`src/sv/door_sequencer_with_timers_defines.svh`:
```
// Assertion macros shared by the door sequencer RTL.
// Each check is clocked and disabled while reset is asserted.
`ifndef DOOR_SEQUENCER_WITH_TIMERS_DEFINES_SVH
`define DOOR_SEQUENCER_WITH_TIMERS_DEFINES_SVH

`ifndef SYNTHESIS

// Property must hold at every clock edge out of reset.
`define DSQ_ASSERT(label, clk, rst_n, prop) \
	label: assert property (@(posedge clk) disable iff (!(rst_n)) (prop)) \
		else $error("door sequencer check failed");

// Condition must never be true at a clock edge out of reset.
`define DSQ_ASSERT_NEVER(label, clk, rst_n, cond) \
	label: assert property (@(posedge clk) disable iff (!(rst_n)) !(cond)) \
		else $error("door sequencer illegal condition");

`else

`define DSQ_ASSERT(label, clk, rst_n, prop)
`define DSQ_ASSERT_NEVER(label, clk, rst_n, cond)

`endif

`endif

```
`src/sv/dsq_pkg.sv`:
```
`timescale 1ns / 1ps

package dsq_pkg;

	// Door phase codes
	localparam logic [2:0] PH_START        = 3'd0;
	localparam logic [2:0] PH_CLOSED       = 3'd1;
	localparam logic [2:0] PH_CLOSED_EXIT  = 3'd2;
	localparam logic [2:0] PH_CLOSING      = 3'd3;
	localparam logic [2:0] PH_CLOSING_EXIT = 3'd4;
	localparam logic [2:0] PH_OPEN_IN      = 3'd5;
	localparam logic [2:0] PH_OPEN_OUT     = 3'd6;
	localparam logic [2:0] PH_UNUSED       = 3'd7;

	// Motor drive codes
	localparam logic [1:0] MOT_STOP  = 2'd0;
	localparam logic [1:0] MOT_OPEN  = 2'd1;
	localparam logic [1:0] MOT_CLOSE = 2'd2;

	// Audio pulse codes
	localparam logic [1:0] AUD_NONE = 2'd0;
	localparam logic [1:0] AUD_PLAY = 2'd1;
	localparam logic [1:0] AUD_STOP = 2'd2;

	// Configuration register indexes
	localparam logic [1:0] CFG_INSIDE_HOLD  = 2'd0;
	localparam logic [1:0] CFG_OUTSIDE_HOLD = 2'd1;
	localparam logic [1:0] CFG_PUMP_RUN     = 2'd2;
	localparam logic [1:0] CFG_PUMP_TRIGGER = 2'd3;

	// Configuration reset values
	localparam logic [15:0] INSIDE_HOLD_RST  = 16'd15000;
	localparam logic [15:0] OUTSIDE_HOLD_RST = 16'd7500;
	localparam logic [15:0] PUMP_RUN_RST     = 16'd5000;
	localparam logic [3:0]  PUMP_TRIGGER_RST = 4'd2;

	localparam logic [3:0] EXIT_COUNT_MAX = 4'd15;

	typedef struct packed {
		logic        closed_switch;
		logic        open_switch;
		logic        hand_inside;
		logic        hand_outside;
		logic [31:0] now_ms;
	} in_t;

	typedef struct packed {
		logic [1:0] motor_command;
		logic       light_on;
		logic       lock_relays_on;
		logic       pump_on;
		logic [1:0] audio_command;
		logic [2:0] door_phase;
	} out_t;

	typedef struct packed {
		logic [15:0] inside_hold_ms;
		logic [15:0] outside_hold_ms;
		logic [15:0] pump_run_ms;
		logic [3:0]  pump_trigger_count;
	} cfg_t;

	typedef struct packed {
		logic [2:0]  phase;
		logic [1:0]  motor_level;
		logic        light_level;
		logic        relay_level;
		logic        pump_level;
		logic [31:0] pump_start_time;
		logic        hold_armed;
		logic [31:0] hold_start_time;
		logic [3:0]  exit_close_count;
	} state_t;

endpackage

```
`src/sv/dsq_step.sv`:
```
`timescale 1ns / 1ps

module dsq_step (
	input  dsq_pkg::state_t cur,
	input  dsq_pkg::cfg_t   cfg,
	input  dsq_pkg::in_t    tick,
	output dsq_pkg::state_t nxt,
	output dsq_pkg::out_t   res
);
	import dsq_pkg::*;

	// Next state and result for one poll tick; later checks override earlier ones
	always_comb begin
		state_t      n;
		logic [1:0]  audio;
		logic [15:0] hold_ms;
		logic [31:0] hold_elapsed;
		logic [31:0] pump_elapsed;

		n            = cur;
		audio        = AUD_NONE;
		hold_ms      = (cur.phase == PH_OPEN_IN) ? cfg.inside_hold_ms : cfg.outside_hold_ms;
		hold_elapsed = '0;
		pump_elapsed = '0;

		unique case (cur.phase)
			PH_START: begin
				if (tick.closed_switch) begin
					n.motor_level = MOT_STOP;
					n.phase       = PH_CLOSED;
				end else begin
					n.motor_level = MOT_CLOSE;
					n.phase       = PH_CLOSING;
				end
			end
			PH_CLOSED: begin
				if (tick.hand_inside) begin
					n.motor_level = MOT_OPEN;
					n.light_level = 1'b1;
					n.relay_level = 1'b1;
					n.phase       = PH_OPEN_IN;
					n.pump_level  = 1'b0;
					audio         = AUD_PLAY;
				end
				if (tick.hand_outside) begin
					n.motor_level = MOT_OPEN;
					n.light_level = 1'b0;
					n.phase       = PH_OPEN_OUT;
				end
				// pump trigger after enough inside-cut closings
				if (cur.exit_close_count >= cfg.pump_trigger_count) begin
					n.exit_close_count = '0;
					n.pump_level       = 1'b1;
					n.pump_start_time  = tick.now_ms;
				end
				// pump timeout, wrapping elapsed time
				pump_elapsed = tick.now_ms - n.pump_start_time;
				if (n.pump_level && (pump_elapsed >= {16'd0, cfg.pump_run_ms}))
					n.pump_level = 1'b0;
			end
			PH_CLOSED_EXIT: begin
				if (tick.hand_outside) begin
					n.motor_level = MOT_OPEN;
					n.light_level = 1'b0;
					n.phase       = PH_OPEN_OUT;
				end
			end
			PH_CLOSING: begin
				if (tick.closed_switch) begin
					n.motor_level = MOT_STOP;
					n.relay_level = 1'b0;
					n.phase       = PH_CLOSED;
					audio         = AUD_STOP;
				end
			end
			PH_CLOSING_EXIT: begin
				if (tick.closed_switch) begin
					n.motor_level = MOT_STOP;
					n.phase       = PH_CLOSED_EXIT;
				end
			end
			PH_OPEN_IN, PH_OPEN_OUT: begin
				// hold at the open limit, then close
				if (tick.open_switch) begin
					n.motor_level = MOT_STOP;
					if (!cur.hold_armed) begin
						n.hold_start_time = tick.now_ms;
						n.hold_armed      = 1'b1;
					end
					hold_elapsed = tick.now_ms - n.hold_start_time;
					if (hold_elapsed >= {16'd0, hold_ms}) begin
						n.motor_level = MOT_CLOSE;
						n.hold_armed  = 1'b0;
						n.phase       = PH_CLOSING;
						if (cur.phase == PH_OPEN_IN) begin
							n.relay_level = 1'b0;
							audio         = AUD_STOP;
						end
					end
				end
				// exit request cuts the inside opening short
				if ((cur.phase == PH_OPEN_IN) && tick.hand_outside) begin
					n.motor_level = MOT_CLOSE;
					if (cur.exit_close_count < EXIT_COUNT_MAX)
						n.exit_close_count = cur.exit_close_count + 4'd1;
					n.hold_armed = 1'b0;
					n.phase      = PH_CLOSING_EXIT;
				end
			end
			default: begin
				// unused phase code: no action
			end
		endcase

		nxt                = n;
		res.motor_command  = n.motor_level;
		res.light_on       = n.light_level;
		res.lock_relays_on = n.relay_level;
		res.pump_on        = n.pump_level;
		res.audio_command  = audio;
		res.door_phase     = n.phase;
	end

endmodule

```
`src/sv/door_sequencer_with_timers.sv`:
```
// An accepted tick moves from the input register through the step into out_data once out_data is free or being taken.
// Throughput: one tick per cycle while the output is not stalled; state feedback is a single registered step per tick.
// The output register lets a new tick enter while a result waits to be taken.
// Reset (arst_n low, asynchronous): start phase, motor, light, relay and pump levels off, out_valid low,
// timers and exit count cleared, configuration back to its default values.
`timescale 1ns / 1ps
`include "door_sequencer_with_timers_defines.svh"

module door_sequencer_with_timers (
	input  logic            clk,
	input  logic            arst_n,
	input  logic            in_valid,
	output logic            in_stall,
	input  dsq_pkg::in_t    in_data,
	output logic            out_valid,
	input  logic            out_stall,
	output dsq_pkg::out_t   out_data,
	input  logic            cfg_wr_en,
	input  logic [1:0]      cfg_index,
	input  logic [15:0]     cfg_data
);
	import dsq_pkg::*;

	cfg_t   cfg_q;
	state_t state_q;
	state_t state_nxt;
	in_t    tick_s1;
	logic   valid_s1;
	out_t   res_nxt;
	out_t   out_q;
	logic   out_valid_q;
	logic   advance;

	// Configuration writes
	always_ff @(posedge clk or negedge arst_n) begin
		if (!arst_n) begin
			cfg_q.inside_hold_ms     <= INSIDE_HOLD_RST;
			cfg_q.outside_hold_ms    <= OUTSIDE_HOLD_RST;
			cfg_q.pump_run_ms        <= PUMP_RUN_RST;
			cfg_q.pump_trigger_count <= PUMP_TRIGGER_RST;
		end else if (cfg_wr_en) begin
			unique case (cfg_index)
				CFG_INSIDE_HOLD:  cfg_q.inside_hold_ms     <= cfg_data;
				CFG_OUTSIDE_HOLD: cfg_q.outside_hold_ms    <= cfg_data;
				CFG_PUMP_RUN:     cfg_q.pump_run_ms        <= cfg_data;
				CFG_PUMP_TRIGGER: cfg_q.pump_trigger_count <= cfg_data[3:0];
				default: ;
			endcase
		end
	end

	// Stage 1 moves into the output register when that register is free or being taken
	assign advance  = valid_s1 && (!out_valid_q || !out_stall);
	assign in_stall = valid_s1 && !advance;

	// Input register
	always_ff @(posedge clk or negedge arst_n) begin
		if (!arst_n) begin
			valid_s1 <= 1'b0;
		end else if (!in_stall) begin
			valid_s1 <= in_valid;
		end
	end

	always_ff @(posedge clk) begin
		if (in_valid && !in_stall)
			tick_s1 <= in_data;
	end

	dsq_step u_step (
		.cur  (state_q),
		.cfg  (cfg_q),
		.tick (tick_s1),
		.nxt  (state_nxt),
		.res  (res_nxt)
	);

	// Sequencer state, updated once per tick
	always_ff @(posedge clk or negedge arst_n) begin
		if (!arst_n) begin
			state_q <= '0;
		end else if (advance) begin
			state_q <= state_nxt;
		end
	end

	// Result register
	always_ff @(posedge clk or negedge arst_n) begin
		if (!arst_n) begin
			out_valid_q <= 1'b0;
		end else if (advance) begin
			out_valid_q <= 1'b1;
		end else if (!out_stall) begin
			out_valid_q <= 1'b0;
		end
	end

	always_ff @(posedge clk) begin
		if (advance)
			out_q <= res_nxt;
	end

	assign out_valid = out_valid_q;
	assign out_data  = out_q;

	// Checks
	`DSQ_ASSERT(a_stall_needs_item, clk, arst_n, in_stall |-> valid_s1)
	`DSQ_ASSERT(a_advance_fills_out, clk, arst_n, advance |=> out_valid_q)
	`DSQ_ASSERT(a_hold_only_open, clk, arst_n, state_q.hold_armed |-> ((state_q.phase == PH_OPEN_IN) || (state_q.phase == PH_OPEN_OUT)))
	`DSQ_ASSERT_NEVER(a_no_unused_phase, clk, arst_n, state_q.phase == PH_UNUSED)

endmodule
```
`config.mk`:
```
export PLATFORM = sky130hd
export DESIGN_NAME = door_sequencer_with_timers
export DESIGN_NICKNAME = d
export VERILOG_FILES = /design/src/sv/dsq_pkg.sv /design/src/sv/dsq_step.sv /design/src/sv/door_sequencer_with_timers.sv
export VERILOG_INCLUDE_DIRS = /design/src /design/src/sv
export SDC_FILE = /design/constraint.sdc
export NUM_CORES = 1
export LEC_CHECK = 0
export BUFFER_PORTS_ARGS = -buffer_cell sky130_fd_sc_hd__buf_2
export CORE_MARGIN = 5
export CORE_UTILIZATION = 40
export DETAILED_ROUTE_END_ITERATION = 6
export PLACE_DENSITY = 0.66
export SETUP_SLACK_MARGIN = 0.2
export SLEW_MARGIN = 5
export SYNTH_ARGS = -nofsm -noshare
export SYNTH_HDL_FRONTEND = slang
export SYNTH_HIERARCHICAL = 1
export SYNTH_SLANG_ARGS = --single-unit
```
`constraint.sdc`:
```
create_clock -name clk -period 12.52 [get_ports clk]
set_input_delay 0.626 -clock clk [delete_from_list [all_inputs] [get_ports clk]]
set_output_delay 0.626 -clock clk [all_outputs]
set_load 0.005 [all_outputs]
```
Yosys cells after proc, flatten, opt, wreduce, memory -nomap -nowiden
Cells that the tools add are included.

word-level totals
  register bits after elaboration = 177
  input port bits = 59
  output and inout port bits = 12
  logic and storage cells = 108

operators by class
  $add $sub $neg = 3
  $lt $le $gt $ge = 4
  equal/unequal tests = 13
  mux-type cells = 39
  reductions and logical operators = 23

operator list
  kind                                           number
  two-way mux 33 bit                             6
  >= comparator 32 x 16 -> 1 bit                 2
  subtractor 32 bit                              2
  two-way mux 32 bit                             1
  case mux 5 bit (6 select lines)                1
  two-way mux 5 bit                              5
  two-way mux 16 bit                             1
  two-way mux 4 bit                              4
  two-way mux 6 bit                              2
  two-way mux 1 bit                              10
  AND reduction 2 bit                            5
  == test 3 bit, second input constant           3
  two-way mux 2 bit                              4
  two-way mux 8 bit                              1
  != test 2 x 1 -> 1 bit, second input constant  4
  case mux 4 bit (2 select lines)                1
  == test 3 x 2 -> 1 bit, second input constant  2
  case mux 2 bit (3 select lines)                1
  AND reduction 3 bit                            2
  logical AND 1 bit                              5
  AND reduction 5 bit                            1
  adder 4 x 1 -> 4 bit, second input constant    1
  == test 2 bit, second input constant           2
  >= comparator 4 bit                            1
  other kinds (11)                               15

Longest topological paths before layout
  depth after elaboration = 9
  depth in mapped cells = 30
  gate-level depth less buffers = 28

Modules after synthesis
The synthesis kept the hierarchy.

by module, submodules not included
  module                      instances  cells an instance  area an instance (µm²)  sequential area each (µm²)
  dsq_step                    1          962                6617.6                  0.0
  door_sequencer_with_timers  1          327                6311.1                  4684.5

Worst setup path after synthesis
Ideal clock, no wire load.

  kind = register to register
  from = register state_q[0] (netlist bit)
  to = register out_q (netlist bit out_data[5]) (data pin)
  library setup time = 0.126 ns
  arrival = 5.614 ns
  required time = 12.394 ns
  slack = 6.780 ns
  cell stages (with the launch flop) = 31
  path buffers = 3
  period minus slack after synthesis = 5.740 ns
  cells stage by stage = dfrtp_1 inv_1 ha_1 nand2b_1 a2111o_1 o21ai_1 clkbuf_1 clkbuf_1 nand2_1 o21ai_0 ha_1 inv_1 ha_1 inv_1 a311oi_1 o21ai_0 o31ai_1 a221oi_1 o21ai_1 xor2_1 ha_1 nand4_1 nor3_1 a21oi_1 o2111ai_1 nor4_1 nand4_1 a2111oi_4 nand4_1 o31ai_2 buf_4

RTL lines
  what                      RTL line                           RTL
  start: declaration        door_sequencer_with_timers.sv:25   state_t state_q;
  start signal: assignment  door_sequencer_with_timers.sv:83   state_q <= state_nxt;
  end signal: assignment    door_sequencer_with_timers.sv:100  out_q <= res_nxt;
  end: declaration          door_sequencer_with_timers.sv:30   out_t out_q;

==> qor.txt <==
number of max-slew violations in the final report -> 0
number of synthesized flops with an enable pin -> 46
worst hold margin -> 0.131 ns
GR Util All Layers -> 0.173
number of antenna repair diodes -> 0
post-synthesis cell area -> 12,900 sq um
average size of a mapped cell -> 10.0 sq um
wire length of the first global-routing pass -> 50,300 um
via density per instance -> 5.65
Placer Congestion -> 0.914
ports placed on the boundary -> 71
final clock period utilization by the worst path -> 0.529
number of library cell types mapped by synthesis -> 83
top_reg_cell synth -> dfrtp_1
routed length per placed instance -> 17.9 um
worst slew margin relative to its limit -> 0.119
Buffers on Ports -> 70
Int Pwr -> 0.00169 W
Via Count -> 9,824
flip-flop and latch area -> 4690 sq um
ratio of total power to cell area -> 202 nW/um^2
DRC violations left -> 0
slowest stage cell, crit path -> dfrtp_2
leakage -> 6.16 nW
worst clock skew -> 0.0133 ns
family with the most delay on the worst path -> compound AO/OA/AOI/OAI gates
proportion of synthesized chip area in sequential cells -> 0.362
remaining antenna violation count -> 0
post-synthesis to final-layout area growth -> 9.30%
dominant cell type by area after synthesis -> dfrtp_1
transition at the pin with the smallest max-transition slack -> 1.29 ns
category of the critical setup timing path -> reg2reg
Sinks on Clock Net -> 177
Largest stage delay, worst path -> 0.71 ns
layout cell share with drive strength beyond 1 -> 0.234
vertical die dimension -> 190 um
worst voltage drop across the vdd grid -> 0.107 mV
share of power burned in the clock network -> 0.180
Worst Path Arrival -> 6.94 ns
starting utilization of the core area -> 0.408
floorplan die area -> 36,000 sq um
number of cell rows -> 65
clock root buffer -> clkbuf_16
first-iteration detailed-routing DRC count -> 670
biggest fanout along the worst timing path -> 22
buffers and inverters on the worst path -> 1
clock transition at the registers of the reported paths -> 0.07 ns
syn nets -> 1,440
total of fill cells in the finished design -> 3,043
dominant cell by count in the synthesized netlist -> mux2_2
number of buffers on the longest clock path -> 2
Setup crit end kind -> flop
clock tree from TritonCTS -> built
Setup Total Neg Slack -> 0 ns
Setup Fix Bufs, Post-CTS -> 0
largest net degree at the start of global routing -> 80
proportion of total power due to net switching -> 0.406
antenna violations before repair -> 0
Placeable Area -> 31,700 sq um
Finished Core Util -> 0.446
Hold/Removal Path Class -> in2async
number of buffers added by the clock tree synthesis step -> 17
most common library cells after synthesis -> 161 x mux2_2, 111 x dfrtp_1, 103 x nand2_1, 94 x o21ai_0, 91 x ha_1
horizontal die dimension -> 190 um
First-pass DRT Iterations -> 5
total instance count after detailed placement -> 1,707
clock insertion delay at the later pin of the skew report -> 0.44 ns
Switching Power -> 0.00116 W
largest cells by area after synthesis -> dfrtp_1 21%, mux2_2 14%, edfxtp_1 11%
total of hold buffers inserted after clock tree synthesis -> 0
kind of start point of the critical path -> flop
synthesized instance count -> 1,289
detailed placer's ending HPWL -> 23,100 um
Final Hold Viols -> 0
setup violators final -> 0
maximum level of the CTS H-tree -> 4
Highest Clock Rate -> 151 MHz
reported max-cap violation count -> 0
share of the synthesized area in the top cell type -> 0.215
number of cells in the finished layout apart from fillers -> 1,739
FF+latch count, synth -> 177
area of combinational cells with multiple inputs -> 7750 sq um
cell mode on critical path -> o21ai_0
overall overflow remaining after global route -> 0
sum of routed wire length over all layers -> 31,200 um
Logic pwr share -> 0.500
# resized after CTS -> 0
sequential power share -> 0.319
run status -> finished clean
fraction of registers with async set/reset -> 0.740
minimum period implied by the final worst setup slack -> 6.62 ns
unrepaired setup endpoints after global routing -> false
required time worst endpoint -> 12.84 ns
net count of the finished layout -> 1,475
vias in the first global route -> 9,584
Yosys warning total -> 6
final cells by class:
type,instances,share of cell area
multi-input cells,993,0.549
flip-flops and latches,177,0.332
well taps,402,0.0356
clock buffers,21,0.0327
repair buffers,79,0.0300
inverters,56,0.0149
clock inverters,11,0.00673
worst reg2reg max path: cells and delay by family, from the launching register on:
family,cells,cell delay [ns]
AOI/OAI and AO/OA,11,2.27
xor gates and xnor gates,1,0.16
adders and majority gates,3,0.78
buffers and inverters,1,0.49
DFF,1,0.71
muxes,1,0.29
and+or+nand+nor,8,1.81
per-stage QoR:
stage                     setup WS, ns  cell area (sq um)  power, W
after global placement            6.18              13600   0.00229
after detailed placement          5.98              13600   0.00232
after global routing              5.48              14100   0.00308
after floorplan                   6.78              12900   0.00201
final                             5.90              14100   0.00285
after CTS                         5.91              14100   0.00286
registers in the layout, summed over array words and instances, names as in the netlist:
| signal | flops |
|---|---|
| state_q | 77 |
| cfg_q | 52 |
| tick_s1 | 36 |
| out_data | 10 |
| out_valid | 1 |
| valid_s1 | 1 |
power groups by stage:
stage	combinational, W	clock [W]	sequential, W
floorplan	0.00115	0	0.000863
global placement	0.00138	0	0.000909
detailed placement	0.00140	0	0.000920
CTS	0.00142	0.000531	0.000910
global route	0.00159	0.000553	0.000936
finish	0.00143	0.000514	0.000909
kinds of logic (layout without fill, tap and decap cells):
group,Yosys count,after routing,share of synthesized area
AND/OR/NAND/NOR,291,291,0.110
multiplexers,232,232,0.195
flip-flops,177,177,0.362
AO/OA/AOI/OAI,315,315,0.157
XOR/XNOR,55,55,0.0378
buffers and inverters,119,167,0.0408
adder cells (fa/ha/maj),100,100,0.0958
placed cells by master, fill, tap and decap left out, types with 8 or more instances in the layout:
cell / netlist / routed
nand2_1: 103 / 103
ha_1: 91 / 91
inv_1: 54 / 54
xor2_1: 27 / 27
nor2_1: 58 / 56
dfstp_2: 20 / 20
o211ai_1: 14 / 14
nor3_1: 18 / 18
a21o_1: 46 / 46
nand3_1: 28 / 27
a31oi_1: 9 / 9
mux2_2: 161 / 161
a21oi_1: 72 / 72
nand4_1: 11 / 11
buf_2: 9 / 69
nand2b_1: 20 / 20
clkbuf_16: 0 / 18
mux2i_1: 70 / 70
edfxtp_1: 46 / 46
nor2b_1: 8 / 8
o21ai_0: 94 / 94
a211oi_1: 11 / 11
buf_4: 10 / 9
dfrtp_1: 111 / 110
maj3_1: 8 / 8
xnor2_1: 27 / 27
final timing paths:
check	start	to	slack, ns	cells after the start
worst max-delay path	state_q[36]	state_q[73]	5.90	25
worst min-delay path	arst_n	state_q[72]	0.13	1
worst max register to register	state_q[36]	state_q[73]	5.90	25
worst min register to register	valid_s1	out_valid	0.49	1
max in group asynchronous	arst_n	state_q[49]	10.96	2
min in group clk	in_data[30]	tick_s1[30]	0.35	1
metal layers:
metal	vias to the layer above	track usage	part of all wire
li1	4819	-	-
met1	4752	0.232	0.47
met2	220	0.285	0.47
met3	33	0.0363	0.047
met4	0	0.0434	0.019
met5	-	0	0
Power figures use the tool's default switching activity.
